## src/rtl/sma_pkg.sv

```systemverilog
// Shared types and constants of the simple moving average block.
`default_nettype none

package sma_pkg;

  // Configuration register file.
  localparam int CFG_IDX_BITS  = 1;
  localparam int CFG_DATA_BITS = 16;
  localparam logic [CFG_IDX_BITS-1:0] REG_WINDOW_LEN = 1'd0;
  localparam logic [CFG_IDX_BITS-1:0] REG_LEAD_SKIP  = 1'd1;

  localparam int WINDOW_BITS = 9;
  localparam int LEAD_BITS   = 16;
  localparam logic [WINDOW_BITS-1:0] WINDOW_RESET = 9'd5;
  localparam logic [LEAD_BITS-1:0]   LEAD_RESET   = 16'd0;
  localparam logic [LEAD_BITS-1:0]   POSITION_MAX = 16'hFFFF;

  // Sequencer states.
  typedef enum logic [5:0] {
    ST_IDLE = 6'b000001,
    ST_PREP = 6'b000010,
    ST_SUB  = 6'b000100,
    ST_ADD  = 6'b001000,
    ST_DIV  = 6'b010000,
    ST_FIN  = 6'b100000
  } state_t;

endpackage

`default_nettype wire

```

## src/rtl/sma_alu.sv

```systemverilog
// Shared adder/subtractor used for the running sum and the divide steps.
`default_nettype none

module sma_alu
  import sma_pkg::*;
#(
  parameter int WIDTH = 33
) (
  input  wire logic [WIDTH-1:0] a,
  input  wire logic [WIDTH-1:0] b,
  input  wire logic             sub,
  output      logic [WIDTH-1:0] result,
  output      logic             carry
);

  logic [WIDTH-1:0] b_op;

  // On subtract, carry high means a >= b (no borrow).
  assign b_op = sub ? ~b : b;
  assign {carry, result} = {1'b0, a} + {1'b0, b_op} + {{WIDTH{1'b0}}, sub};

endmodule

`default_nettype wire

```

## config.mk

```make
export PLATFORM = sky130hd
export DESIGN_NAME = sma_alu
export DESIGN_NICKNAME = d
export VERILOG_FILES = /design/src/rtl/sma_pkg.sv /design/src/rtl/sma_alu.sv
export SDC_FILE = /design/constraint.sdc
export NUM_CORES = 1
export LEC_CHECK = 0
export BUFFER_PORTS_ARGS = -buffer_cell sky130_fd_sc_hd__buf_2
export CORE_ASPECT_RATIO = 1.4
export CORE_UTILIZATION = 42
export DETAILED_ROUTE_END_ITERATION = 8
export PLACE_DENSITY = 0.72
export SETUP_SLACK_MARGIN = 0.1
export SYNTH_ARGS = -nofsm -noshare
export SYNTH_HDL_FRONTEND = slang
export SYNTH_SLANG_ARGS = --single-unit
```

## constraint.sdc

```tcl
create_clock -name vclk -period 3.6
set_input_delay 0.36 -clock vclk [all_inputs]
set_output_delay 0.36 -clock vclk [all_outputs]
set_load 0.005 [all_outputs]
```

Word level (Yosys, flattened, before mapping)

Cells that the tools add are included.

Shifts and indexed selects: 0
Div/mod/pow operators: 0
Reduce and logical (&&, ||, !) cells: 0
Bitwise logic cells: 1
Add/sub/neg operators: 2
Eq/ne operators: 0
$lt $le $gt $ge: 0
Mux-type cells: 1
Multiply operators: 0

Operators by type and width:

| cell           | count |
|---|---|
| $add 33x33->34 | 1 |
| $add 34x1->34  | 1 |
| $mux 33        | 1 |
| $not 33->33    | 1 |

Bits in registers: 0
Memories kept: 0
RAM bits: 0
Output and inout port bits: 34
Latch bits: 0
Input port bits: 67
ROM bits: 0
Word-level logic and storage cells: 4

Depth between registers and ports, before layout

Depth after elaboration: 4
Mapped depth: 11
Gate-level depth less buffers: 8

Worst setup path before layout

No wires, ideal clock.

Path kind: in2out
Start: in sub
End: out result[26]
Arrival: 2.935 ns
Slack: 0.305 ns
Stages: 10
Path buffers: 2
Data required time: 3.240 ns
Cell sequence: buf_2 buf_1 xor2_1 fa_1 a21o_1 a221oi_2 o31ai_2 or4_4 a211oi_1 a311oi_1

Word-level cells in the longest chain between the ends: 3

RTL lines:

| element           | RTL line      | text |
|---|---|---|
| from (decl)       | sma_alu.sv:11 | `input wire logic sub,` |
| $mux 33           | sma_alu.sv:19 | `assign b_op = sub ? ~b : b;` |
| $add 33x33->34    | sma_alu.sv:20 | `assign {carry, result} = {1'b0, a} + {1'b0, b_op} + {{WIDTH{1'b0}}, sub};` |
| $add 34x1->34 (*) | sma_alu.sv:20 |  |
| to (decl)         | sma_alu.sv:12 | `output logic [WIDTH-1:0] result,` |

Every way passes the cells marked *; elsewhere a longest branch is shown, timed or not.

Final worst setup path

Ends and elaborated chain as after synthesis.

==> summary.md <==
| Metric | Value |
|---|---|
| Global-route wire length before repair | `11700 um` |
| Yosys cell types | `57` |
| Total global-route track usage | `23.5%` |
| GRT met3 Usage | `~1.3%` |
| Hold Fails Final Rpt | `0` |
| Peak Freq | `roughly 300 MHz` |
| Outcome | `complete, no violations` |
| Cell with the most instances after synthesis | `xor2_1` |
| Grt peak-use layer | `met2` |
| First DRT Iteration DRCs | `166` |
| Hold path endpoint | `result[0]` |
| Vias/cell | `5.79` |
| Hold Path Class | `in2out` |
| Critical path data required time | `roughly 3200 ps` |
| Tot Pwr | `823 uW` |
| Die W | `65.2 um` |
| Drt total wl | `6880 um` |
| Final setup vio count | `0` |
| CP Capture Type | `output pin` |
| Ys Warns | `0` |
| # diodes | `0` |
| Max-cap violations | `0` |
| Crit start category | `primary input` |
| Area contributors post-synth | `ha_1 (17%), xor2_1 (17%), a21oi_1 (7.0%)` |
| Post-Syn Area | `2350 um^2` |
| Top post-synthesis cells by count | `xor2_1 (45), nand2_1 (35), a21oi_1 (33)` |
| Setup CP Type | `in2out` |
| Clkbuf count | `0` |
| Hold Buf Count CTS | `0` |
| Fin Setup TNS | `0 ps` |
| Post-DP HPWL | `5890 um` |
| Total gr overflow | `0` |
| Largest net degree at the start of global routing | `14` |
| Min cycle time layout | `3340 ps` |
| Seq Cell Count | `0` |
| Max FO, Critical Path | `13` |
| Worst setup path startpoint | `sub` |
| GRT met1 Usage | `26.2%` |
| Total number of vias | `between 2000 and 3000` |
| Hold Crit Start | `a[0]` |
| P per Cell Area | `281 nW/um^2` |
| Synth-to-Final Area Change | `24.8%` |
| Initial core utilization | `between 40% and 50%` |
| Avg Cell Area, Syn | `7.11 um^2` |
| # fillers | `557` |
| Die ar. | `5890 um^2` |
| Total core area | `5280 um^2` |
| Syn Inst Count | `330` |
| FF+latch area | `0 um^2` |
| RSZ-0062 raised after global routing | `true` |
| Area leader, netlist | `ha_1` |
| Met2 usage | `between 40% and 50%` |
| Die height | `~90 um` |
| Syn Nets | `430` |
| ANT nets after route | `0` |
| Leakage | `1.47 nW` |
| Slew @ Worst Pin | `roughly 440 ps` |
| Global placement routability congestion | `between 0.9 and 1` |
| # rows | `31` |
| Initial antenna violation count | `0` |
| Ratio of cells with drive above 1 in the final layout | `29.1%` |
| Number of global-route vias before repair | `2817` |
| VDD IR max | `0.138 mV` |
| Share of Yosys cell area claimed by the top area cell type | `17.1%` |
| Data arrival time of the critical path | `2980 ps` |
| Fin nets | `524` |
| Final slew viol count | `0` |
| Worst rel slew slack | `between 70% and 80%` |
| TritonRoute pass-1 iters | `4` |
| I/O pins | `101` |
| Wire per inst | `roughly 14 um` |
| Drt drc | `0` |
| Sequential share of the synthesized area | `0%` |
| Hold depth | `3` |
| IO Port Bufs | `101` |
| Final period util | `a little over 90%` |
==> worst max-delay path by stage <==
stage,end,slack (ps)
after global placement,result[26],310
after global routing,result[32],90
after floorplan,result[26],300
final,result[26],260
after CTS,result[30],250
after detailed placement,result[30],250
==> power breakdown <==
group          leakage (nW)  switching, mW  internal [mW]
clock                     0              0              0
combinational          1.47          0.451          0.372
sequential                0              0              0
==> logic make-up after synthesis <==
logic type / synth area share, %
AO/OA/AOI/OAI: 32.9
XOR/XNOR: 21.3
adder cells (fa/ha/maj): 17.9
buffers and inverters: 3.84
multiplexers: 1.39
AND/OR/NAND/NOR: 22.7
==> cell usage in the layout, fill, tap and decap left out, types with 9 or more instances in the layout <==
cell type,n
xnor2_1,12
nor2_1,15
a21oi_1,31
a21o_1,15
nand4_1,9
o21ai_0,13
nand2_1,35
xor2_1,45
ha_1,31
nand3_1,10
buf_2,101
==> cell type report <==
| class | count | area, um^2 | area share [%] |
|---|---|---|---|
| well taps | 66 | 82.6 | 2.82 |
| inverters | 5 | 18.8 | 0.641 |
| multi-input cells | 310 | 2270 | 77.6 |
| repair buffers | 107 | 554 | 18.9 |
==> per-stage QoR <==
stage | instance area [um^2] | std cells | utilization [%] | setup WS (ps) | hold slack, ps
floorplan | 2350 | 330 | - | 305 | 771
global placement | 2910 | 488 | 55.1 | 306 | 988
detailed placement | 2910 | 488 | 55.1 | 250 | 985
CTS | 2910 | 488 | 55.1 | 250 | 985
global route | 2930 | 488 | 55.5 | 88.6 | 996
finish | 2930 | 488 | 55.5 | 258 | 984
==> worst max-delay path, stage by stage <==
cell and delay [ps]:
buf_2 210, mux2_2 340, fa_1 400, a21o_1 220
a221oi_2 350, o31ai_2 180, or4_4 440, a211oi_1 220
a311oi_1 90, buf_2 150
==> timing repair <==
| item | CTS | global route |
|---|---|---|
| gates resized for setup | 0 | 8 |
| endpoints found under the setup margin | 0 | 7 |
| buffers inserted | 0 | 0 |
| hold endpoints to repair | 0 | 0 |
==> layer usage <==
layer  routed length, um  vias up
li1                    -     1430
met2                3590      105
met1                2730     1270
met4                 229        0
met5                   0        -
met3                 329       22
No activity file was read; power rests on OpenSTA's default activity.
